==> src/design/spg_pkg.sv <==
// Package for the stepper pulse generator: command codes, widths and the
// divider request type. Depends on nothing; the divider and the top level import it.
`timescale 1ns / 1ps

package spg_pkg;

    // Command codes carried by an input request.
    localparam logic [2:0] CMD_TICK       = 3'd0;
    localparam logic [2:0] CMD_MOVE_BY    = 3'd1;
    localparam logic [2:0] CMD_MOVE_TO    = 3'd2;
    localparam logic [2:0] CMD_RUN        = 3'd3;
    localparam logic [2:0] CMD_STOP       = 3'd4;
    localparam logic [2:0] CMD_LIMIT_FALL = 3'd5;
    localparam logic [2:0] CMD_LIMIT_RISE = 3'd6;
    localparam logic [2:0] CMD_SET_ORIGIN = 3'd7;

    // Configuration register indexes.
    localparam logic [1:0] REG_STEPS_PER_UNIT = 2'd0;
    localparam logic [1:0] REG_ACCEL          = 2'd1;

    localparam int CFG_IDX_W  = 2;
    localparam int CFG_DATA_W = 16;

    // Divider operand widths: the dividend covers a move distance magnitude.
    localparam int DIV_W   = 34;
    localparam int DVS_W   = 16;
    localparam int DCNT_W  = 6;

    localparam int PERIOD_W = 20;
    localparam int RTIM_W   = 14;

    localparam logic [15:0] LIMIT_BACKOFF_SPEED = 16'd5;

    typedef struct packed {
        logic               start;
        logic [DIV_W-1:0]   dividend;
        logic [DVS_W-1:0]   divisor;
    } div_req_t;

    typedef struct packed {
        logic               done;
        logic [DIV_W-1:0]   quotient;
    } div_rsp_t;

endpackage

==> src/design/spg_in_if.sv <==
// Input channel of the stepper pulse generator: one command request.
// Depends on nothing.
`timescale 1ns / 1ps

interface spg_in_if;
    logic        valid;
    logic        ready;
    logic [2:0]  command;
    logic [15:0] distance_units;
    logic signed [15:0] target_location;
    logic [15:0] speed_units;
    logic        direction_bit;

    modport source (output valid, command, distance_units, target_location,
                    speed_units, direction_bit, input ready);
    modport sink   (input valid, command, distance_units, target_location,
                    speed_units, direction_bit, output ready);
endinterface

==> src/design/spg_out_if.sv <==
// Result channel of the stepper pulse generator: outputs after one request.
// Depends on nothing.
`timescale 1ns / 1ps

interface spg_out_if;
    logic        valid;
    logic        ready;
    logic        pulse_level;
    logic        dir_level;
    logic        moving;
    logic signed [31:0] position_units;

    modport source (output valid, pulse_level, dir_level, moving,
                    position_units, input ready);
    modport sink   (input valid, pulse_level, dir_level, moving,
                    position_units, output ready);
endinterface

==> src/design/spg_cfg_if.sv <==
// Configuration write channel of the stepper pulse generator.
// Depends on nothing.
`timescale 1ns / 1ps

interface spg_cfg_if;
    logic        valid;
    logic        ready;
    logic [1:0]  index;
    logic [15:0] data;

    modport source (output valid, index, data, input ready);
    modport sink   (input valid, index, data, output ready);
endinterface

==> src/design/spg_divider.sv <==
// Bit-serial restoring divider, one quotient bit per cycle.
// Depends on spg_pkg for the operand widths and request types.
`timescale 1ns / 1ps

module spg_divider
(
    input  logic              clk,
    input  logic              rst_n,
    input  spg_pkg::div_req_t req,
    output spg_pkg::div_rsp_t rsp
);
    import spg_pkg::*;

    logic              busy_reg, busy_next;
    logic              done_reg, done_next;
    logic [DCNT_W-1:0] cnt_reg, cnt_next;
    logic [DIV_W-1:0]  quo_reg, quo_next;
    logic [DVS_W-1:0]  rem_reg, rem_next;
    logic [DVS_W-1:0]  dvs_reg, dvs_next;
    logic [DVS_W:0]    trial;
    logic              fits;

    // One shift-and-subtract step on the partial remainder.
    always_comb
    begin
        trial     = {rem_reg, quo_reg[DIV_W-1]};
        fits      = (trial >= {1'b0, dvs_reg});
        busy_next = busy_reg;
        done_next = 1'b0;
        cnt_next  = cnt_reg;
        quo_next  = quo_reg;
        rem_next  = rem_reg;
        dvs_next  = dvs_reg;
        if (busy_reg)
        begin
            quo_next = {quo_reg[DIV_W-2:0], fits};
            rem_next = fits ? DVS_W'(trial - {1'b0, dvs_reg}) : trial[DVS_W-1:0];
            cnt_next = cnt_reg - 1'b1;
            if (cnt_reg == '0)
            begin
                busy_next = 1'b0;
                done_next = 1'b1;
            end
        end
        else if (req.start)
        begin
            busy_next = 1'b1;
            cnt_next  = DCNT_W'(DIV_W - 1);
            quo_next  = req.dividend;
            rem_next  = '0;
            dvs_next  = (req.divisor == '0) ? DVS_W'(1) : req.divisor;
        end
    end

    // Control state is reset; the operand shift registers need none.
    always_ff @(posedge clk or negedge rst_n)
    begin
        if (!rst_n)
        begin
            busy_reg <= 1'b0;
            done_reg <= 1'b0;
            cnt_reg  <= '0;
        end
        else
        begin
            busy_reg <= busy_next;
            done_reg <= done_next;
            cnt_reg  <= cnt_next;
        end
    end

    always_ff @(posedge clk)
    begin
        quo_reg <= quo_next;
        rem_reg <= rem_next;
        dvs_reg <= dvs_next;
    end

    assign rsp.done     = done_reg;
    assign rsp.quotient = quo_reg;

endmodule

==> src/design/stepper_pulse_generator.sv <==
// Top level of the stepper step/direction pulse generator: command sequencer
// and motion state. Depends on spg_pkg, the channel interfaces and spg_divider.
`timescale 1ns / 1ps

// The block takes one request at a time on in_ch: a 1 us tick, or a motion
// command (move by, move to, run, stop, limit fall, limit rise, set origin).
// Each request gives exactly one result on out_ch with the pulse level, the
// direction level, the moving flag and the position in user units.
// Registers are written on cfg_ch, which is always ready; write them only
// while no request is in progress.
// A plain request makes one pass of the bit-serial divider, which scales the
// position for the result. A request that loads a new step period adds two
// divider passes, and a move to adds one more.
// in_ch.ready is high only while the sequencer is idle; a finished result
// waits in the output register, and the next request is taken meanwhile.
// If the receiver stalls, a second result waits until the first is taken.
// Reset clears all motion state, sets steps per unit to 1 and acceleration
// to 0; no result is pending after reset.

module stepper_pulse_generator
#(
    parameter int TICKS_PER_SECOND = 1000000,
    parameter int RAMP_INTERVAL    = 10000
)
(
    input  logic          clk,
    input  logic          rst_n,
    spg_in_if.sink        in_ch,
    spg_out_if.source     out_ch,
    spg_cfg_if.sink       cfg_ch
);
    import spg_pkg::*;

    localparam logic [2:0] S_IDLE = 3'd0;
    localparam logic [2:0] S_EXEC = 3'd1;
    localparam logic [2:0] S_MT   = 3'd2;
    localparam logic [2:0] S_P1   = 3'd3;
    localparam logic [2:0] S_P2   = 3'd4;
    localparam logic [2:0] S_OUT  = 3'd5;
    localparam logic [2:0] S_DONE = 3'd6;

    localparam logic [DIV_W-1:0]    TPS_VAL = DIV_W'(TICKS_PER_SECOND);
    localparam logic [RTIM_W-1:0]   RI_VAL  = RTIM_W'(RAMP_INTERVAL);

    logic [2:0]  state_reg, state_next;
    logic        launched_reg, launched_next;

    // Latched request.
    logic [2:0]  cmd_reg;
    logic [15:0] dist_reg;
    logic [15:0] tloc_reg;
    logic [15:0] speed_reg;
    logic        dirin_reg;

    // Configuration.
    logic [7:0]  spu_reg, spu_next;
    logic [15:0] accel_reg, accel_next;

    // Motion state.
    logic [31:0]         pos_reg, pos_next;
    logic [31:0]         tog_reg, tog_next;
    logic                endless_reg, endless_next;
    logic                pulse_reg, pulse_next;
    logic                dir_reg, dir_next;
    logic [PERIOD_W-1:0] period_reg, period_next;
    logic [PERIOD_W-1:0] stimer_reg, stimer_next;
    logic                ston_reg, ston_next;
    logic                rampon_reg, rampon_next;
    logic [RTIM_W-1:0]   rtimer_reg, rtimer_next;
    logic [15:0]         rspeed_reg, rspeed_next;
    logic [15:0]         rtarget_reg, rtarget_next;
    logic [15:0]         origin_reg, origin_next;

    // Work registers of the sequencer.
    logic [DIV_W-1:0]    mag_reg, mag_next;
    logic                mtdir_reg, mtdir_next;
    logic [15:0]         psp_reg, psp_next;
    logic [PERIOD_W-1:0] p1_reg, p1_next;

    // Output register.
    logic        ovalid_reg, ovalid_next;
    logic        opulse_reg, opulse_next;
    logic        odir_reg, odir_next;
    logic        omov_reg, omov_next;
    logic [31:0] opos_reg, opos_next;

    div_req_t    dreq;
    div_rsp_t    drsp;

    logic [7:0]          fac;
    logic [16:0]         sum17;
    logic signed [25:0]  goal26;
    logic [DIV_W-1:0]    diff;
    logic [DIV_W-1:0]    prod;
    logic [23:0]         dist_tog;
    logic [PERIOD_W-1:0] st_inc;
    logic [RTIM_W-1:0]   rt_inc;
    logic [16:0]         rsum;
    logic [31:0]         pos_abs;
    logic [31:0]         q32;

    assign fac = (spu_reg == 8'd0) ? 8'd1 : spu_reg;

    spg_divider u_div
    (
        .clk   (clk),
        .rst_n (rst_n),
        .req   (dreq),
        .rsp   (drsp)
    );

    // Divider operands follow the sequencer state.
    always_comb
    begin
        pos_abs = pos_reg[31] ? (32'd0 - pos_reg) : pos_reg;
        dreq.start    = ((state_reg == S_MT) || (state_reg == S_P1) ||
                         (state_reg == S_P2) || (state_reg == S_OUT)) && !launched_reg;
        dreq.dividend = {2'b00, pos_abs};
        dreq.divisor  = {8'd0, fac};
        case (state_reg)
            S_MT:
            begin
                dreq.dividend = mag_reg;
            end
            S_P1:
            begin
                dreq.dividend = TPS_VAL;
            end
            S_P2:
            begin
                dreq.dividend = {{(DIV_W-PERIOD_W){1'b0}}, p1_reg};
                dreq.divisor  = psp_reg;
            end
            default:
            begin
                dreq.dividend = {2'b00, pos_abs};
            end
        endcase
    end

    // Sequencer and motion update.
    always_comb
    begin
        state_next    = state_reg;
        launched_next = launched_reg;
        spu_next      = spu_reg;
        accel_next    = accel_reg;
        pos_next      = pos_reg;
        tog_next      = tog_reg;
        endless_next  = endless_reg;
        pulse_next    = pulse_reg;
        dir_next      = dir_reg;
        period_next   = period_reg;
        stimer_next   = stimer_reg;
        ston_next     = ston_reg;
        rampon_next   = rampon_reg;
        rtimer_next   = rtimer_reg;
        rspeed_next   = rspeed_reg;
        rtarget_next  = rtarget_reg;
        origin_next   = origin_reg;
        mag_next      = mag_reg;
        mtdir_next    = mtdir_reg;
        psp_next      = psp_reg;
        p1_next       = p1_reg;
        ovalid_next   = ovalid_reg && !out_ch.ready;
        opulse_next   = opulse_reg;
        odir_next     = odir_reg;
        omov_next     = omov_reg;
        opos_next     = opos_reg;

        sum17    = {origin_reg[15], origin_reg} + {tloc_reg[15], tloc_reg};
        goal26   = $signed(sum17) * $signed({1'b0, fac});
        diff     = DIV_W'({{(DIV_W-26){goal26[25]}}, goal26})
                   - {{(DIV_W-32){pos_reg[31]}}, pos_reg};
        prod     = DIV_W'(drsp.quotient * fac);
        dist_tog = dist_reg * fac;
        st_inc   = stimer_reg + 1'b1;
        rt_inc   = rtimer_reg + 1'b1;
        rsum     = {1'b0, rspeed_reg} + {1'b0, accel_reg};
        q32      = drsp.quotient[31:0];

        if (dreq.start)
        begin
            launched_next = 1'b1;
        end
        if (drsp.done)
        begin
            launched_next = 1'b0;
        end

        // Register writes must arrive only while the block is idle; the block itself does not enforce it.
        if (cfg_ch.valid)
        begin
            if (cfg_ch.index == REG_STEPS_PER_UNIT)
            begin
                spu_next = cfg_ch.data[7:0];
            end
            else if (cfg_ch.index == REG_ACCEL)
            begin
                accel_next = cfg_ch.data;
            end
        end

        case (state_reg)
            S_IDLE:
            begin
                if (in_ch.valid)
                begin
                    state_next = S_EXEC;
                end
            end
            S_EXEC:
            begin
                state_next = S_OUT;
                case (cmd_reg)
                    CMD_TICK:
                    begin
                        // The step timer is served before the ramp timer.
                        if (ston_reg)
                        begin
                            if (st_inc >= period_reg)
                            begin
                                stimer_next = '0;
                                if (tog_reg == 32'd0 && !endless_reg)
                                begin
                                    pulse_next   = 1'b0;
                                    ston_next    = 1'b0;
                                    rampon_next  = 1'b0;
                                    tog_next     = 32'd0;
                                    endless_next = 1'b0;
                                end
                                else
                                begin
                                    pulse_next = !pulse_reg;
                                    if (!endless_reg)
                                    begin
                                        tog_next = tog_reg - 1'b1;
                                    end
                                    pos_next = dir_reg ? (pos_reg - 1'b1) : (pos_reg + 1'b1);
                                end
                            end
                            else
                            begin
                                stimer_next = st_inc;
                            end
                        end
                        if (rampon_next)
                        begin
                            if (rt_inc >= RI_VAL)
                            begin
                                rtimer_next = '0;
                                if (rsum >= {1'b0, rtarget_reg})
                                begin
                                    rspeed_next = rtarget_reg;
                                    psp_next    = rtarget_reg;
                                    rampon_next = 1'b0;
                                end
                                else
                                begin
                                    rspeed_next = rsum[15:0];
                                    psp_next    = rsum[15:0];
                                end
                                stimer_next = '0;
                                ston_next   = 1'b1;
                                state_next  = S_P1;
                            end
                            else
                            begin
                                rtimer_next = rt_inc;
                            end
                        end
                    end
                    CMD_MOVE_BY:
                    begin
                        if (speed_reg != 16'd0)
                        begin
                            dir_next     = dirin_reg;
                            tog_next     = {8'd0, dist_tog};
                            endless_next = 1'b0;
                            if (accel_reg == 16'd0)
                            begin
                                psp_next    = speed_reg;
                                stimer_next = '0;
                                ston_next   = 1'b1;
                                state_next  = S_P1;
                            end
                            else
                            begin
                                rtarget_next = speed_reg;
                                rspeed_next  = 16'd0;
                                rtimer_next  = '0;
                                rampon_next  = 1'b1;
                            end
                        end
                    end
                    CMD_MOVE_TO:
                    begin
                        if (speed_reg != 16'd0 && diff != '0)
                        begin
                            mtdir_next = diff[DIV_W-1];
                            mag_next   = diff[DIV_W-1] ? (DIV_W'(0) - diff) : diff;
                            state_next = S_MT;
                        end
                    end
                    CMD_RUN:
                    begin
                        if (speed_reg != 16'd0)
                        begin
                            dir_next     = dirin_reg;
                            tog_next     = 32'd0;
                            endless_next = 1'b1;
                            psp_next     = speed_reg;
                            stimer_next  = '0;
                            ston_next    = 1'b1;
                            state_next   = S_P1;
                        end
                    end
                    CMD_STOP:
                    begin
                        ston_next    = 1'b0;
                        rampon_next  = 1'b0;
                        tog_next     = 32'd0;
                        endless_next = 1'b0;
                    end
                    CMD_LIMIT_FALL:
                    begin
                        // Back off forwards at the fixed slow speed.
                        rampon_next  = 1'b0;
                        dir_next     = 1'b0;
                        tog_next     = 32'd0;
                        endless_next = 1'b1;
                        psp_next     = LIMIT_BACKOFF_SPEED;
                        stimer_next  = '0;
                        ston_next    = 1'b1;
                        state_next   = S_P1;
                    end
                    CMD_LIMIT_RISE:
                    begin
                        ston_next    = 1'b0;
                        rampon_next  = 1'b0;
                        tog_next     = 32'd0;
                        endless_next = 1'b0;
                        pos_next     = 32'd0;
                    end
                    default:
                    begin
                        origin_next = tloc_reg;
                        pos_next    = {{16{tloc_reg[15]}}, tloc_reg};
                    end
                endcase
            end
            S_MT:
            begin
                // Whole units toward the goal, saturated to 32 bits of toggles.
                if (drsp.done)
                begin
                    dir_next     = mtdir_reg;
                    tog_next     = (prod[DIV_W-1:32] != '0) ? 32'hFFFF_FFFF : prod[31:0];
                    endless_next = 1'b0;
                    state_next   = S_OUT;
                    if (accel_reg == 16'd0)
                    begin
                        psp_next    = speed_reg;
                        stimer_next = '0;
                        ston_next   = 1'b1;
                        state_next  = S_P1;
                    end
                    else
                    begin
                        rtarget_next = speed_reg;
                        rspeed_next  = 16'd0;
                        rtimer_next  = '0;
                        rampon_next  = 1'b1;
                    end
                end
            end
            S_P1:
            begin
                if (drsp.done)
                begin
                    p1_next    = drsp.quotient[PERIOD_W-1:0];
                    state_next = S_P2;
                end
            end
            S_P2:
            begin
                if (drsp.done)
                begin
                    period_next = (drsp.quotient == '0) ? PERIOD_W'(1)
                                                        : drsp.quotient[PERIOD_W-1:0];
                    state_next  = S_OUT;
                end
            end
            S_OUT:
            begin
                if (drsp.done)
                begin
                    state_next = S_DONE;
                end
            end
            S_DONE:
            begin
                // Load the result once the output register is free.
                if (!ovalid_reg || out_ch.ready)
                begin
                    ovalid_next = 1'b1;
                    opulse_next = pulse_reg;
                    odir_next   = dir_reg;
                    omov_next   = (tog_reg != 32'd0) || endless_reg;
                    opos_next   = pos_reg[31] ? (32'd0 - q32) : q32;
                    state_next  = S_IDLE;
                end
            end
            default:
            begin
                state_next = S_IDLE;
            end
        endcase
    end

    // Control and motion state.
    always_ff @(posedge clk or negedge rst_n)
    begin
        if (!rst_n)
        begin
            state_reg    <= S_IDLE;
            launched_reg <= 1'b0;
            spu_reg      <= 8'd1;
            accel_reg    <= 16'd0;
            pos_reg      <= 32'd0;
            tog_reg      <= 32'd0;
            endless_reg  <= 1'b0;
            pulse_reg    <= 1'b0;
            dir_reg      <= 1'b0;
            period_reg   <= '0;
            stimer_reg   <= '0;
            ston_reg     <= 1'b0;
            rampon_reg   <= 1'b0;
            rtimer_reg   <= '0;
            rspeed_reg   <= 16'd0;
            rtarget_reg  <= 16'd0;
            origin_reg   <= 16'd0;
            ovalid_reg   <= 1'b0;
        end
        else
        begin
            state_reg    <= state_next;
            launched_reg <= launched_next;
            spu_reg      <= spu_next;
            accel_reg    <= accel_next;
            pos_reg      <= pos_next;
            tog_reg      <= tog_next;
            endless_reg  <= endless_next;
            pulse_reg    <= pulse_next;
            dir_reg      <= dir_next;
            period_reg   <= period_next;
            stimer_reg   <= stimer_next;
            ston_reg     <= ston_next;
            rampon_reg   <= rampon_next;
            rtimer_reg   <= rtimer_next;
            rspeed_reg   <= rspeed_next;
            rtarget_reg  <= rtarget_next;
            origin_reg   <= origin_next;
            ovalid_reg   <= ovalid_next;
        end
    end

    // Payload and work registers.
    always_ff @(posedge clk)
    begin
        if (state_reg == S_IDLE && in_ch.valid)
        begin
            cmd_reg   <= in_ch.command;
            dist_reg  <= in_ch.distance_units;
            tloc_reg  <= in_ch.target_location;
            speed_reg <= in_ch.speed_units;
            dirin_reg <= in_ch.direction_bit;
        end
        mag_reg    <= mag_next;
        mtdir_reg  <= mtdir_next;
        psp_reg    <= psp_next;
        p1_reg     <= p1_next;
        opulse_reg <= opulse_next;
        odir_reg   <= odir_next;
        omov_reg   <= omov_next;
        opos_reg   <= opos_next;
    end

    assign in_ch.ready           = (state_reg == S_IDLE);
    assign cfg_ch.ready          = 1'b1;
    assign out_ch.valid          = ovalid_reg;
    assign out_ch.pulse_level    = opulse_reg;
    assign out_ch.dir_level      = odir_reg;
    assign out_ch.moving         = omov_reg;
    assign out_ch.position_units = opos_reg;

endmodule

==> src/flat_wrapper.sv <==
// flat-port wrapper written by rule: the top's interface ports become plain ports
module stepper_pulse_generator_flat import spg_pkg::*;
#(
    parameter int TICKS_PER_SECOND = 1000000,
    parameter int RAMP_INTERVAL    = 10000
)
  (clk, rst_n, in_ch_valid, in_ch_command, in_ch_distance_units, in_ch_target_location, in_ch_speed_units, in_ch_direction_bit, in_ch_ready, out_ch_valid, out_ch_pulse_level, out_ch_dir_level, out_ch_moving, out_ch_position_units, out_ch_ready, cfg_ch_valid, cfg_ch_index, cfg_ch_data, cfg_ch_ready);
  spg_in_if in_ch_i ();
  spg_out_if out_ch_i ();
  spg_cfg_if cfg_ch_i ();
  input  logic clk;
  input  logic rst_n;
  input wire logic [$bits(in_ch_i.valid)-1:0] in_ch_valid;
  input wire logic [$bits(in_ch_i.command)-1:0] in_ch_command;
  input wire logic [$bits(in_ch_i.distance_units)-1:0] in_ch_distance_units;
  input wire logic [$bits(in_ch_i.target_location)-1:0] in_ch_target_location;
  input wire logic [$bits(in_ch_i.speed_units)-1:0] in_ch_speed_units;
  input wire logic [$bits(in_ch_i.direction_bit)-1:0] in_ch_direction_bit;
  output wire logic [$bits(in_ch_i.ready)-1:0] in_ch_ready;
  output wire logic [$bits(out_ch_i.valid)-1:0] out_ch_valid;
  output wire logic [$bits(out_ch_i.pulse_level)-1:0] out_ch_pulse_level;
  output wire logic [$bits(out_ch_i.dir_level)-1:0] out_ch_dir_level;
  output wire logic [$bits(out_ch_i.moving)-1:0] out_ch_moving;
  output wire logic [$bits(out_ch_i.position_units)-1:0] out_ch_position_units;
  input wire logic [$bits(out_ch_i.ready)-1:0] out_ch_ready;
  input wire logic [$bits(cfg_ch_i.valid)-1:0] cfg_ch_valid;
  input wire logic [$bits(cfg_ch_i.index)-1:0] cfg_ch_index;
  input wire logic [$bits(cfg_ch_i.data)-1:0] cfg_ch_data;
  output wire logic [$bits(cfg_ch_i.ready)-1:0] cfg_ch_ready;
  assign in_ch_i.valid = in_ch_valid;
  assign in_ch_i.command = in_ch_command;
  assign in_ch_i.distance_units = in_ch_distance_units;
  assign in_ch_i.target_location = in_ch_target_location;
  assign in_ch_i.speed_units = in_ch_speed_units;
  assign in_ch_i.direction_bit = in_ch_direction_bit;
  assign in_ch_ready = in_ch_i.ready;
  assign out_ch_valid = out_ch_i.valid;
  assign out_ch_pulse_level = out_ch_i.pulse_level;
  assign out_ch_dir_level = out_ch_i.dir_level;
  assign out_ch_moving = out_ch_i.moving;
  assign out_ch_position_units = out_ch_i.position_units;
  assign out_ch_i.ready = out_ch_ready;
  assign cfg_ch_i.valid = cfg_ch_valid;
  assign cfg_ch_i.index = cfg_ch_index;
  assign cfg_ch_i.data = cfg_ch_data;
  assign cfg_ch_ready = cfg_ch_i.ready;
  stepper_pulse_generator #(.TICKS_PER_SECOND(TICKS_PER_SECOND), .RAMP_INTERVAL(RAMP_INTERVAL)) u_core (.clk(clk), .rst_n(rst_n), .in_ch(in_ch_i), .out_ch(out_ch_i), .cfg_ch(cfg_ch_i));
endmodule
==> config.mk <==
export PLATFORM = sky130hd
export DESIGN_NAME = stepper_pulse_generator_flat
export DESIGN_NICKNAME = d
export VERILOG_FILES = /design/src/design/spg_pkg.sv /design/src/design/spg_in_if.sv /design/src/design/spg_out_if.sv /design/src/design/spg_cfg_if.sv /design/src/design/spg_divider.sv /design/src/design/stepper_pulse_generator.sv /design/src/flat_wrapper.sv
export SDC_FILE = /design/constraint.sdc
export NUM_CORES = 2
export LEC_CHECK = 0
export ABC_AREA = 1
export BUFFER_PORTS_ARGS = -buffer_cell sky130_fd_sc_hd__buf_2
export CORE_AREA = 2 2 287 289
export CTS_CLUSTER_SIZE = 16
export DETAILED_ROUTE_END_ITERATION = 12
export DIE_AREA = 0 0 289 291
export PLACE_DENSITY = 0.78
export SKIP_LAST_GASP = 1
export SLEW_MARGIN = 20
export SYNTH_ARGS = -nofsm -noshare
export SYNTH_HDL_FRONTEND = slang
export SYNTH_SLANG_ARGS = --single-unit
==> constraint.sdc <==
create_clock -name clk -period 8.4 [get_ports clk]
set_clock_uncertainty 0.2 [all_clocks]
set_input_delay 0.42 -clock clk [delete_from_list [all_inputs] [get_ports clk]]
set_output_delay 0.42 -clock clk [all_outputs]
set_load 0.02 [all_outputs]
* Yosys cells after proc, flatten, opt, wreduce, memory -nomap -nowiden
Index checks and enable logic that the tools add are counted.
** Operators by class
- Add/subtract/negate cells :: 13
- Multipliers :: 3
- Div/mod/pow operators :: 0
- Magnitude comparators :: 4
- Equal/unequal tests :: 39
- Shifts and indexed selects :: 0
- Mux-type cells :: 124
- Bitwise logic cells :: 4
- Reductions and logical operators :: 57
** Operator list (number)
- 32-bit two-way mux :: 14
- 16-bit two-way mux :: 18
- 20-bit two-way mux :: 9
- 16-bit one-hot mux with 2 select lines :: 4
- 32-bit one-hot mux with 4 select lines :: 1
- 34-bit one-hot mux with 3 select lines :: 1
- 32-bit one-hot mux with 3 select lines :: 1
- 20-bit one-hot mux with 4 select lines :: 1
- 14-bit two-way mux :: 5
- 34-bit two-way mux :: 2
- 16-bit one-hot mux with 4 select lines :: 1
- 32-bit one-hot mux with 2 select lines :: 1
- 1-bit by 32-bit subtractor with 32-bit output (first input constant) :: 2
- 32-bit by 1-bit subtractor with 32-bit output (second input constant) :: 2
- 14-bit one-hot mux with 2 select lines :: 2
- 20-bit one-hot mux with 2 select lines :: 1
- 1-bit two-way mux :: 37
- 3-bit two-way mux :: 12
- 16-bit by 16-bit adder with 17-bit output :: 2
- 17-bit by 16-bit >= comparator with 1-bit output :: 2
- 34-bit zero test :: 1
- 34-bit by 8-bit multiplier with 34-bit output :: 1
- 34-bit nonzero test :: 1
- 1-bit by 34-bit subtractor with 34-bit output (first input constant) :: 1
- other kinds (53) :: 122
** Word-level totals
- Bits in registers :: 432
- Bits in latches :: 0
- Memory bits (writable) :: 0
- ROM bits :: 0
- Bits of input ports :: 75
- Output and inout port bits :: 38
- Word-level logic and storage cells :: 282
- Memories :: 0

* Depth between registers and ports, before layout
- Depth after elaboration :: 10
- Gate-level depth with buffers :: 50

* By module
From an unflattened synthesis, not the netlist that was laid out.
** Second synthesis, totals
- Cell total of the unflattened synthesis :: 6076
- Area total of the unflattened synthesis :: 46713.6 um^2
** By module, submodules not included
- stepper_pulse_generator :: times used 1, cells an instance 5531, area an instance 42338.1 um^2, seq. area each 9750.6 um^2
- spg_divider :: times used 1, cells an instance 545, area an instance 4375.4 um^2, seq. area each 2182.1 um^2

* Least setup slack after synthesis
No wires, ideal clock.
- Path type :: flip-flop to flip-flop
- From :: reg u_core.tloc_reg[4]
- To :: reg u_core.mag_reg[0], enable pin
- Library setup time :: 0.427 ns
- Arrival :: 8.400 ns
- Slack :: -0.628 ns
- Stages on the path, launching flop included :: 39
- Cell sequence :: edfxtp_1 ha_1 a21oi_1 or2_2 nand3_1 nand2_1 nand2_1 a21oi_1 o21ai_0 nand2_1 nand2_1 xor2_1 nand2_1 fa_1 inv_1 fa_1 fa_1 fa_1 [... 3 more ...] ha_1 nand2_1 nor2_1 inv_1 nor2_1 and2_1 nand2_1 nand2_1 a21oi_1 inv_1 nand2_1 nand3_1 nand2_2 buf_4 ha_1 o21ai_0 nand4_1 nor2_1
** On the way
- Longest elaborated chain between the ends :: 6
** RTL lines
- start, declared :: RTL line stepper_pulse_generator.sv:51 : logic [15:0] tloc_reg;
- start signal, assigned :: RTL line stepper_pulse_generator.sv:475 : tloc_reg <= in_ch.target_location;
- 16-bit by 16-bit adder with 17-bit output :: RTL line stepper_pulse_generator.sv:171 : sum17 = {origin_reg[15], origin_reg} + {tloc_reg[15], tloc_reg};
- 17-bit by 9-bit multiplier with 26-bit output :: RTL line stepper_pulse_generator.sv:172 : goal26 = $signed(sum17) * $signed({1'b0, fac});
- 26-bit by 32-bit subtractor with 33-bit output :: RTL line stepper_pulse_generator.sv:174 : - {{(DIV_W-32){pos_reg[31]}}, pos_reg};
- 34-bit nonzero test :: RTL line stepper_pulse_generator.sv:298 : if (speed_reg != 16'd0 && diff != '0)
- 1-bit logical AND :: RTL line stepper_pulse_generator.sv:298
- 3-bit AND reduction (no source line)
- end signal, assigned :: RTL line stepper_pulse_generator.sv:479 : mag_reg <= mag_next;
- end, declared :: RTL line stepper_pulse_generator.sv:75 : logic [DIV_W-1:0] mag_reg, mag_next;
Every way passes these cells.
A chain may end at the register's enable or synchronous reset.

* Worst setup path after layout
- From :: reg u_core.tloc_reg[0]
- To :: reg u_core.mag_reg[14], enable pin
The elaborated chain is that of the path after synthesis.

==> results_dict.tcl <==
set metrics [dict create \
    routabilityCongestion 0.9861 \
    rows 105 \
    drt_wl_total_um 146400 \
    synth_area_um2 47380 \
    crit_slowest_cell "fa_1" \
    yosys.area_share.simple_pct 23.53 \
    syn_inst 6386 \
    synth_fa_ha_area_share_pct 24.57 \
    port_buffers 111 \
    max-cap-violations 0 \
    slew_headroom_pct 29.15 \
    r2r_cells 40 \
    synth_edf_count 224 \
    synth_xor_area_share_pct 4.228 \
    via_per_inst 5.721 \
    cts-root-buf "clkbuf_16" \
    critPathMaxStageDelay_ns 0.54 \
    layout.nets 7302 \
    timing.fmax_ghz 0.1246 \
    worstMarginPinSlew_ns 1.060 \
    cp-endpoint "u_core.mag_reg[14]$_DFFE_PP_" \
    place_inst 7460 \
    crit_arrival_ns 8.20 \
    clockBufferDepth 3 \
    grt_pass1_vias 43040 \
    routedWlPerCell_um 19.14 \
    die_x_um 289 \
    numCtsBuffers 51 \
    antenna_found_initial 2 \
    worstSkewPairLatency_ns 0.65 \
    min_period_over_period_pct 95.51 \
    grt_pass1_wl_um 229800 \
    die_h_um 291 \
    globalRouteOverflowTotal 0 \
    fin_crit_ns 8.023 \
    pin_count 113 \
    postRouteAntennaNets 0 \
    ys_warn_count 0 \
    r2r-start "u_core.tloc_reg[0]$_DFFE_PP_" \
    critPathLaunchType "flop" \
    grt_max_degree 81 \
    synthMuxAreaShare_pct 0.1901 \
    worstPathRequired_ns 8.57 \
    hold_viol 0 \
    vias 43770 \
    synth_cell_types 72 \
    ys.flop_type "edfxtp_1" \
    hpwlAfterDp_um 110900 \
    syn_avg_cell_area_um2 7.419 \
    cts_tree "built" \
    grt_use_total_pct 34.68 \
    syn-num-nets 7153 \
    path_clk_slew_ns 0.06 \
    synth_compound_area_share_pct 10.60 \
    dpl_cell_area_um2 49350 \
    initial_core_util_pct 58.35 \
    die-area_um2 84100 \
    area_delta_synth_final_pct 11.32 \
    worstReg2RegEnd "u_core.mag_reg[14]$_DFFE_PP_" \
    hp-class "input port to async pin" \
    ff2ff_setup_slack_ns 0.38 \
    htree_levels 2 \
    fillers 6963 \
    path_max_fanout 9 \
    drc 0 \
    seq_area_frac_synth_pct 25.19 \
    coreArea_um2 81190 \
    setup-violations-final 0 \
    numClockSinks 432 \
    first_pass_iters 6 \
    crit_top_cell "nand2_1" \
    final_area_um2 52740 \
    drive_above_1_share_pct 8.741 \
    final_cells 7650 \
    maxSlewViolCount 0 \
    end_kind "flop" \
    synthArstFlopShare_pct 48.15 \
    cp-startpoint "u_core.tloc_reg[0]$_DFFE_PP_" \
    critPathKind "flop to flop" \
    synth_top_family_by_area "adder cells" \
    status "completed" \
    ys_ff_latch 432 \
    drt_iter0_markers 4702 \
]
[final cells by class]
class | instances | area, µm² | share of cell area (%)
Clock inverter | 34 | 350.3 | 0.6643
Tap cell | 1070 | 1339 | 2.539
Inverter | 1235 | 4637 | 8.792
Clock buffer | 62 | 1348 | 2.555
Sequential cell | 432 | 11940 | 22.65
Multi-Input combinational cell | 4502 | 30750 | 58.31
Antenna cell | 2 | 5.005 | 0.009490
Timing Repair Buffer | 313 | 2365 | 4.484
[what timing repair did]
item | in CTS | in global routing
pin swaps | 1 | 59
hold endpoints to repair | 127 | 0
gates cloned | 0 | 4
hold buffers | 70 | 0
endpoints found under the setup margin | 36 | 56
setup buffers | 2 | 16
gates resized for setup | 5 | 176
[cell families after synthesis]
kind of cell             Yosys count
buffers and inverters           1452
AND/OR/NAND/NOR                 2702
flip-flops                       432
AO/OA/AOI/OAI                    871
multiplexers                       8
other                              2
adder cells (fa/ha/maj)          692
XOR/XNOR                         227
[how the worst min path moves through the flow]
stage,to,slack [ns],cells after the start
5_1_grt,u_core.origin_reg[6]$_DFFE_PN0P_,0.12,2
6_report,u_core.origin_reg[4]$_DFFE_PN0P_,0.1,2
3_5_place_dp,u_core.origin_reg[6]$_DFFE_PN0P_,0.19,1
4_1_cts,u_core.state_reg[1]$_DFFE_PN0P_,0.04,5
2_1_floorplan,u_core.accel_reg[0]$_DFFE_PN0P_,-0.08,0
3_3_place_gp,u_core.origin_reg[6]$_DFFE_PN0P_,0.18,1
[metal layers]
| layer | GRT usage (%) | routed length (µm) | vias to the layer above |
|---|---|---|---|
| met5 | 0 | 0 | - |
| met4 | 17.12 | 8518 | 0 |
| met3 | 5.784 | 12970 | 449 |
| met2 | 56.75 | 67950 | 2122 |
| met1 | 44.47 | 56980 | 20800 |
| li1 | - | - | 20400 |
[Yosys cell counts (29+ instances only)]
| master | n | area [µm²] |
|---|---|---|
| a21oi_1 | 304 | 1521 |
| inv_1 | 1225 | 4598 |
| clkbuf_1 | 135 | 506.7 |
| nand3_1 | 264 | 1321 |
| nor2_1 | 569 | 2136 |
| nand2_1 | 1611 | 6047 |
| a31oi_1 | 33 | 206.5 |
| a22oi_1 | 61 | 457.9 |
| a21o_1 | 29 | 217.7 |
| nor3_1 | 68 | 340.3 |
| buf_1 | 36 | 135.1 |
| o21ai_0 | 281 | 1406 |
| xor2_1 | 156 | 1366 |
| nand4_1 | 91 | 569.3 |
| dfrtp_1 | 207 | 5180 |
| edfxtp_1 | 224 | 6726 |
| fa_1 | 397 | 7948 |
| xnor2_1 | 69 | 604.3 |
| ha_1 | 295 | 3691 |
[metrics by stage]
| stage | TNS [ns] | util (%) | worst slack, ns | hold slack, ns |
|---|---|---|---|---|
| 3_3_place_gp | 0 | 60.78 | 0.002727 | 0.1827 |
| 6_report | 0 | 64.96 | 0.3773 | 0.09731 |
| 2_1_floorplan | 0 | - | 0.2859 | -0.07559 |
| 3_5_place_dp | -4.963 | 60.78 | -0.1594 | 0.1883 |
| 5_1_grt | -3.301 | 64.96 | -0.1519 | 0.1227 |
| 4_1_cts | 0 | 63.77 | 0.01235 | 0.03572 |
[cells in the final DEF (no fill, tap or decap), types with 33 or more instances in the layout]
cell           count
a31oi_1           33
nor2_1           524
inv_1           1218
clkbuf_16         53
nand4_1           91
buf_4            121
a22oi_1           61
xor2_1           149
nand2_2           44
dlygate4sd3_1     70
ha_1             273
nand2_1         1569
nand3_1          258
xnor2_1           66
o21ai_0          278
dfrtp_1          198
fa_1             389
buf_2            110
nor3_1            63
edfxtp_1         224
a21oi_1          295
[worst max-delay path: cells and delay by family, from the launching register on]
family,cells,cell delay (ns)
flip-flops,1,0.35
AND/OR/NAND/NOR,18,2.08
AO/OA/AOI/OAI,2,0.25
adder cells (fa/ha/maj),9,3.65
XOR/XNOR,1,0.19
buffers and inverters,10,1.01
Power is not shown: default switching activity piles up to over one toggle a cycle in this logic, so the estimate is an artifact.
